==> config.mk <==
export PLATFORM = sky130hd
export DESIGN_NAME = bis_ctrl
export DESIGN_NICKNAME = d
export VERILOG_FILES = /design/src/hdl/bis_pkg.sv /design/src/hdl/bis_ctrl.sv
export SDC_FILE = /design/constraint.sdc
export NUM_CORES = 1
export LEC_CHECK = 0
export ABC_AREA = 1
export BUFFER_PORTS_ARGS = -buffer_cell sky130_fd_sc_hd__buf_2
export CORE_AREA = 5 5 42 44
export CTS_CLUSTER_DIAMETER = 120
export DETAILED_ROUTE_END_ITERATION = 8
export DIE_AREA = 0 0 47 49
export GPL_TIMING_DRIVEN = 0
export PLACE_DENSITY = 0.73
export SETUP_SLACK_MARGIN = 0.05
export SYNTH_ARGS = -nofsm -noshare
export SYNTH_HDL_FRONTEND = slang
export SYNTH_SLANG_ARGS = --single-unit
==> constraint.sdc <==
create_clock -name clk -period 2.5 [get_ports clk]
set_clock_uncertainty 0.15 [all_clocks]
set_input_delay 0.125 -clock clk [delete_from_list [all_inputs] [get_ports clk]]
set_output_delay 0.125 -clock clk [all_outputs]
set_load 0.02 [all_outputs]
==> src/hdl/bis_pkg.sv <==
// ----------------------------------------------------------------------------
// bis_pkg
// Shared widths, codes and controller/datapath interface types.
// ----------------------------------------------------------------------------
`default_nettype none

package bis_pkg;

  localparam int SRC_SIZE_W = 9;
  localparam int TGT_SIZE_W = 13;
  localparam int COORD_W    = 12;
  localparam int CHAN_W     = 8;
  localparam int PIX_W      = 32;
  localparam int FRAC_W     = 16;
  localparam int APB_DATA_W = 32;
  localparam int APB_ADDR_W = 4;
  localparam int REG_IDX_W  = 2;

  typedef enum logic [REG_IDX_W-1:0] {
    REG_SRC_WIDTH,
    REG_SRC_HEIGHT,
    REG_TGT_WIDTH,
    REG_TGT_HEIGHT
  } reg_idx_t;

  typedef enum logic [3:0] {
    ST_IDLE,
    ST_DIV_X,
    ST_DIV_Y,
    ST_MUL_X,
    ST_MUL_Y,
    ST_ADDR,
    ST_RD0,
    ST_RD1,
    ST_RD2,
    ST_RD3,
    ST_H0,
    ST_H1,
    ST_V
  } state_t;

  // corner of the 2x2 source neighbourhood
  typedef enum logic [1:0] {
    Q_TL,
    Q_TR,
    Q_BL,
    Q_BR
  } quad_t;

  typedef enum logic [1:0] {
    LP_H0,
    LP_H1,
    LP_V
  } lerp_op_t;

  typedef struct packed {
    logic     accept;
    logic     div_start;
    logic     div_sel_y;
    logic     step_x_load;
    logic     step_y_load;
    logic     mul_x;
    logic     mul_y;
    logic     pos_x;
    logic     pos_y;
    logic     rd_en;
    quad_t    rd_sel;
    logic     ld_en;
    quad_t    ld_sel;
    logic     lp_en;
    lerp_op_t lp_sel;
    logic     finish;
  } ctrl_cmd_t;

  typedef struct packed {
    logic div_done;
    logic req_go;
  } dp_status_t;

endpackage

`default_nettype wire

==> src/hdl/bis_ctrl.sv <==
// ----------------------------------------------------------------------------
// bis_ctrl
// Sequencer: step recompute, request schedule and handshake.
// ----------------------------------------------------------------------------
`default_nettype none

module bis_ctrl import bis_pkg::*; (
  input  logic       clk,
  input  logic       rst,
  input  logic       start,
  input  logic       cfg_wr,
  input  dp_status_t status,
  output ctrl_cmd_t  cmd,
  output logic       busy
);

  state_t state;
  state_t state_next;
  logic   dirty;
  logic   dirty_next;

  always_ff @(posedge clk) begin
    if (rst) begin
      state <= ST_IDLE;
      dirty <= 1'b1;
    end else begin
      state <= state_next;
      dirty <= dirty_next;
    end
  end

  always_comb begin
    state_next = state;
    dirty_next = dirty;
    cmd        = '0;
    busy       = (state != ST_IDLE) || dirty;
    cmd.accept = start && !busy;
    unique case (state)
      ST_IDLE: begin
        if (dirty) begin
          cmd.div_start = 1'b1;
          dirty_next    = 1'b0;
          state_next    = ST_DIV_X;
        end else if (cmd.accept && status.req_go) begin
          state_next = ST_MUL_X;
        end
      end
      ST_DIV_X: begin
        if (status.div_done) begin
          cmd.step_x_load = 1'b1;
          cmd.div_start   = 1'b1;
          cmd.div_sel_y   = 1'b1;
          state_next      = ST_DIV_Y;
        end
      end
      ST_DIV_Y: begin
        if (status.div_done) begin
          cmd.step_y_load = 1'b1;
          state_next      = ST_IDLE;
        end
      end
      ST_MUL_X: begin
        cmd.mul_x  = 1'b1;
        state_next = ST_MUL_Y;
      end
      ST_MUL_Y: begin
        cmd.mul_y  = 1'b1;
        cmd.pos_x  = 1'b1;
        state_next = ST_ADDR;
      end
      ST_ADDR: begin
        cmd.pos_y  = 1'b1;
        state_next = ST_RD0;
      end
      ST_RD0: begin
        cmd.rd_en  = 1'b1;
        cmd.rd_sel = Q_TL;
        state_next = ST_RD1;
      end
      ST_RD1: begin
        cmd.rd_en  = 1'b1;
        cmd.rd_sel = Q_TR;
        cmd.ld_en  = 1'b1;
        cmd.ld_sel = Q_TL;
        state_next = ST_RD2;
      end
      ST_RD2: begin
        cmd.rd_en  = 1'b1;
        cmd.rd_sel = Q_BL;
        cmd.ld_en  = 1'b1;
        cmd.ld_sel = Q_TR;
        state_next = ST_RD3;
      end
      ST_RD3: begin
        cmd.rd_en  = 1'b1;
        cmd.rd_sel = Q_BR;
        cmd.ld_en  = 1'b1;
        cmd.ld_sel = Q_BL;
        state_next = ST_H0;
      end
      ST_H0: begin
        cmd.ld_en  = 1'b1;
        cmd.ld_sel = Q_BR;
        cmd.lp_en  = 1'b1;
        cmd.lp_sel = LP_H0;
        state_next = ST_H1;
      end
      ST_H1: begin
        cmd.lp_en  = 1'b1;
        cmd.lp_sel = LP_H1;
        state_next = ST_V;
      end
      ST_V: begin
        cmd.lp_en  = 1'b1;
        cmd.lp_sel = LP_V;
        cmd.finish = 1'b1;
        state_next = ST_IDLE;
      end
      default: begin
        state_next = ST_IDLE;
      end
    endcase
    // a size change always forces a fresh step computation
    if (cfg_wr) begin
      dirty_next = 1'b1;
    end
  end

endmodule

`default_nettype wire

==> results of run 1 <==
-- sequential cells by signal, indices dropped and copies added, names as in the netlist --
signal and count:
state 4, dirty 1
-- per-stage QoR --
stage	std cells	hold WS, ns	power, mW	area (um^2)	util, %
after floorplan	89	0.0441	0.406	500	-
final	137	0.0541	0.593	703	50.2
after global routing	137	0.0714	0.660	703	50.2
after global placement	130	0.160	0.489	646	46.1
after CTS	137	0.0411	0.598	703	50.2
after detailed placement	130	0.167	0.491	646	46.1
-- cell families (layout without fill, tap and decap cells) --
logic type / after synthesis / in the layout / synth area share (%)
flops: 5 / 5 / 20.0
simple gates: 56 / 56 / 47.0
compound gates: 7 / 7 / 8.75
fa+ha+maj: 4 / 4 / 10.0
buf+inv: 17 / 49 / 14.2
-- how the worst min path moves through the flow --
| stage | to | slack, ns | cells after the start |
|---|---|---|---|
| 4_1_cts | state[0]$_SDFFE_PP0P_ | 0.04 | 4 |
| 6_report | state[0]$_SDFFE_PP0P_ | 0.05 | 4 |
| 3_5_place_dp | dirty$_SDFFE_PP1N_ | 0.17 | 2 |
| 2_1_floorplan | state[3]$_SDFFE_PP0P_ | 0.04 | 1 |
| 3_3_place_gp | dirty$_SDFFE_PP1N_ | 0.16 | 2 |
| 5_1_grt | state[1]$_SDFFE_PP0P_ | 0.07 | 4 |
-- placed cells by master (no fill, tap or decap), drive strengths merged --
cell and n:
o211ai 1, o22ai 2, o21ai 2, nor3 1
dfxtp 5, a21oi 1, a211o 1, nand2 24
clkinv 1, ha 4, clkbuf 3, inv 15
buf 27, dlygate4sd3 3, nand3 7, nor2 22
nand4 2
-- routing by layer --
metal / global-route usage [%] / vias up
met5: 0 / -
li1: - / 341
met4: 4.15 / 0
met3: 2.21 / 2
met2: 17.0 / 16
met1: 13.2 / 255
-- worst reg2reg max path, stage by stage, from the launching register on --
cell,delay [ns]
dfxtp_1,0.32
inv_1,0.10
ha_1,0.29
nand2_1,0.14
a211o_1,0.27
dlygate4sd3_1,0.55
-- repair_timing --
item	CTS	global route
setup endpoints to repair	0	0
endpoints found under the hold margin	5	0
hold buffers	3	0
-- power breakdown --
group	switching (mW)	leakage [nW]	total (mW)	internal [mW]
Sequential	0.0292	0.0410	0.130	0.100
Combinational	0.244	0.396	0.371	0.126
Clock	0.0344	0.0177	0.0923	0.0579
-- area by class of cell --
class	instances	area share (%)
sequential	5	14.2
clock buffer	3	3.20
multi-input combinational	67	46.8
buffer	2	2.14
inverter	15	8.01
tap	16	2.85
timing repair buffer	28	22.1
clock inverter	1	0.712
==> impl_metrics.json, run 1 <==
{
  "firstDrtPassIters": 3,
  "synth-main-ff-cell": "dfxtp_1",
  "cap_viol_max_count": 0,
  "io_pins": 26,
  "cp.depth": 5,
  "post_cts_buffers": 0,
  "routed_wirelength_um": 1210,
  "grt_pass1_wl_um": 1860,
  "synth_area_leaders": "dfxtp_1 20%, nand2_1 17%, nor2_1 17%, ha_1 10%, inv_1 9.0%",
  "die_x_um": 47,
  "grt_max_degree": 8,
  "grt_overflow_total": 0,
  "synth_top_cells_by_count": "22 x nand2_1, 22 x nor2_1, 12 x inv_1",
  "vdd_drop_max_mv": 0.426,
  "multi_input_area_um2": 329,
  "track_usage_pct": 10.6,
  "antenna_found_initial": 0,
  "r2r-end": "dirty$_SDFFE_PP1N_",
  "dieArea_um2": 2300,
  "reg2reg_slack_ns": 0.56,
  "gp_congestion": 0.797,
  "cts_buffers": 3,
  "syn-instance-count": 89,
  "area_delta_synth_final_pct": 40.5,
  "criticalPathCategory": "flop to flop",
  "yosysTopAreaCell": "dfxtp_1",
  "cp-endpoint": "dirty$_SDFFE_PP1N_",
  "cp_num_buf_inv": 2,
  "cp.arrival_ns": 1.91,
  "fp-row-count": 14,
  "cts_resized": 0,
  "slew_violations": 0,
  "initial_utilization_pct": 35.7,
  "met3WireLength_um": 96,
  "tightest_slew_ns": 0.246,
  "synth.distinct_cells": 17,
  "rsz0062_at_grt": "false",
  "startpoint": "state[2]$_SDFFE_PP0P_",
  "via_per_inst": 4.48,
  "path_max_fanout": 7,
  "clk-insertion-delay-late_ns": 0.24,
  "wl_met2_um": 562,
  "max_freq_ghz": 0.517,
  "netlist_area_um2": 500,
  "antenna_left": 0,
  "clkTransAtPathRegs_ns": 0.05,
  "ys_ff_latch": 5,
  "worstPathRequired_ns": 2.47,
  "cp_slowest_stage_delay_ns": 0.55,
  "worstRegToRegCells": 5,
  "yosysWarnings": 0,
  "period_share_pct": 77.4,
  "wl_per_cell_um": 8.82,
  "final_hold_viol_count": 0,
  "avgSynthCellArea_um2": 5.62,
  "fp.dieH_um": 49,
  "leakagePower_nw": 0.455,
  "clock-sinks": 5,
  "synth_top_area_share_pct": 20.0,
  "crit_family": "buffers and inverters",
  "synthArstFlopShare_pct": 0,
  "setup_viol": 0,
  "vias": 614,
  "antennaDiodeCount": 0,
  "final_layout_size_suffix_gt1_share_pct": 30.6,
  "cp-start-kind": "flop",
  "timing.rr.start": "state[2]$_SDFFE_PP0P_",
  "hold_start": "status[1]",
  "root_buffer": "clkbuf_4",
  "outcome": "completed",
  "m1WireLength_um": 534,
  "drc_errors": 0,
  "clockBufferDepth": 2,
  "dr.first_iter.drc_count": 11,
  "io_buffers": 25,
  "setup_tns_ns": 0,
  "maxSlewHeadroom_pct": 83.6,
  "cts_tree": "done",
  "fin_ws_ns": 0.564,
  "regArea_um2": 100,
  "seq_area_frac_synth_pct": 20.0,
  "end_kind": "flop",
  "cts-htree-levels": 1,
  "finish.net_count": 132,
  "worst_path_max_delay_cell": "dlygate4sd3_1",
  "period_minus_slack_ns": 1.94,
  "synth_edf_count": 0,
  "post-place-ws_ns": 0.911,
  "dp_hpwl_um": 1020,
  "highest_layer": "met4",
  "cp_cell_sequence": "inv_1 -> ha_1 -> nand2_1 -> a211o_1 -> dlygate4sd3_1",
  "grt_pass1_vias": 474,
  "powerDensity_nw_per_um2": 843,
  "fillCellCount": 163,
  "core_area_um2": 1400,
  "hold_class": "input port to flop",
  "synthesis.nets": 99
}
No activity file was read; power rests on OpenSTA's default activity.
==> inputs of run 2 (changes only) <==
==> constraint.sdc (replaced) <==
create_clock -name clk -period 2 [get_ports clk]
set_clock_uncertainty 0.15 [all_clocks]
set_input_delay 0.1 -clock clk [delete_from_list [all_inputs] [get_ports clk]]
set_output_delay 0.1 -clock clk [all_outputs]
set_load 0.02 [all_outputs]
==> run 2 against run 1 <==
  * Global-route usage unchanged
  * Critical endpoint unchanged
  * Critical path type unchanged
  * Combinational power increased by 27%
  * Cell area increased by 1.8%
  * Highest routed layer unchanged
  * Critical path depth unchanged
  * Worst setup slack got worse by 0.40 ns
==> impl_metrics.json, run 2 (synthesized netlist as in run 1, its figures left out) <==
{
  "io_pins": 26,
  "final_core_util_pct": 51.1,
  "path_max_fanout": 7,
  "criticalPathCategory": "flop to flop",
  "max_freq_ghz": 0.545,
  "rsz0062_at_grt": "false",
  "grt_overflow_total": 0,
  "powerDensity_nw_per_um2": 1050,
  "vdd_drop_max_mv": 0.538,
  "via_per_inst": 4.58,
  "area_delta_synth_final_pct": 43.0,
  "track_usage_pct": 10.6,
  "core_area_um2": 1400,
  "cp_slowest_stage_delay_ns": 0.55,
  "final_common_cell": "buf_2",
  "slew_violations": 0,
  "cts_buffers": 3,
  "finalPower_uw": 749,
  "fillCellCount": 163,
  "root_buffer": "clkbuf_4",
  "hold_class": "input port to flop",
  "regArea_um2": 100,
  "wl_per_cell_um": 9.17,
  "gp_congestion": 0.797,
  "fp-row-count": 14,
  "io_buffers": 25,
  "top_register": "state",
  "layout_common_cells": "25 x buf_2, 22 x nand2_1, 22 x nor2_1",
  "dieArea_um2": 2300,
  "dp_hpwl_um": 1020,
  "fp.dieH_um": 49,
  "antennaDiodeCount": 0,
  "grt_pass1_vias": 474,
  "leakagePower_nw": 0.456,
  "firstDrtPassIters": 4,
  "grt_pass1_wl_um": 1860,
  "largestRegisters": "state x4, dirty x1",
  "cap_viol_max_count": 0,
  "dp_cells": 130,
  "finish.net_count": 132,
  "final_hold_viol_count": 0,
  "largest_register_ffs": 4,
  "drc_errors": 0,
  "antenna_left": 0,
  "clockBufferDepth": 2,
  "cp.arrival_ns": 1.81,
  "clk-insertion-delay-late_ns": 0.24,
  "period_share_pct": 91.8,
  "die_x_um": 47,
  "fin_ws_ns": 0.163,
  "multi_input_area_um2": 342,
  "setup_viol": 0,
  "clock-sinks": 5,
  "cts_tree": "done",
  "cp_cell_sequence": "inv_1 -> ha_4 -> nand2_1 -> a211o_1 -> dlygate4sd3_1",
  "setup_tns_ns": 0,
  "post-place-ws_ns": 0.411,
  "cp-start-kind": "flop",
  "dr.first_iter.drc_count": 15,
  "maxSlewHeadroom_pct": 83.8,
  "final-instance-count-excl-fill": 137,
  "grt_max_degree": 8,
  "outcome": "completed",
  "clkTransAtPathRegs_ns": 0.05,
  "antenna_found_initial": 0,
  "vias": 627,
  "final_layout_size_suffix_gt1_share_pct": 31.4,
  "period_minus_slack_ns": 1.84,
  "initial_utilization_pct": 35.7,
  "reg2reg_slack_ns": 0.16,
  "worst_path_max_delay_cell": "dlygate4sd3_1",
  "post_cts_buffers": 0,
  "end_kind": "flop",
  "routed_wirelength_um": 1260,
  "worstPathRequired_ns": 1.97,
  "tightest_slew_ns": 0.242,
  "cts-htree-levels": 1
}
==> run 2: cell counts in the layout (fill, tap and decap cells not counted) <==
Identical to the previous run, type by type.
==> run 2: final timing paths <==
check                                             end                   from  cells after the start
worst max-delay path               dirty$_SDFFE_PP1N_  state[2]$_SDFFE_PP0P_                      5
worst min-delay path            state[0]$_SDFFE_PP0P_              status[1]                      4
worst max register to register     dirty$_SDFFE_PP1N_  state[2]$_SDFFE_PP0P_                      5
worst min register to register  state[3]$_SDFFE_PP0P_  state[3]$_SDFFE_PP0P_                      2
==> run 2: critical path: cells and delay by family (launching register included) <==
kind            cells  cell delay [ns]
fa+ha+maj           1             0.19
simple gates        1             0.10
buf+inv             2             0.69
flops               1             0.32
compound gates      1             0.27
==> run 2: repair_timing <==
item | 4_1_cts | 5_1_grt
hold buffers | 3 | 0
endpoints found under the hold margin | 5 | 0
resized for setup | 0 | 2
setup endpoints to repair | 0 | 1
==> run 2: metal layers <==
layer | routed length, um | vias to the layer above | track usage (%)
met5 | 0 | - | 0
met4 | 14 | 0 | 4.15
met3 | 106 | 2 | 2.21
met2 | 600 | 21 | 17.0
met1 | 535 | 264 | 13.2
li1 | - | 340 | -
==> run 2: cell type report <==
type,count,share of cell area (%)
well taps,16,2.80
clock inverters,1,0.699
flip-flops and latches,5,14.0
plain buffers,2,2.10
multi-input cells,67,47.7
repair buffers,28,21.7
clock buffers,3,3.15
inverters,15,7.87
==> run 2: power by group <==
| part | internal (mW) | leakage (nW) | switching (mW) |
|---|---|---|---|
| registers | 0.126 | 0.0410 | 0.0362 |
| logic | 0.162 | 0.398 | 0.310 |
| clock network | 0.0724 | 0.0177 | 0.0430 |
==> run 2: through the flow <==
stage | instance area (um^2) | hold WS (ns)
after floorplan | 500 | 0.0191
after global placement | 646 | 0.135
after detailed placement | 646 | 0.142
after CTS | 703 | 0.0161
after global routing | 716 | 0.0464
final | 716 | 0.0302
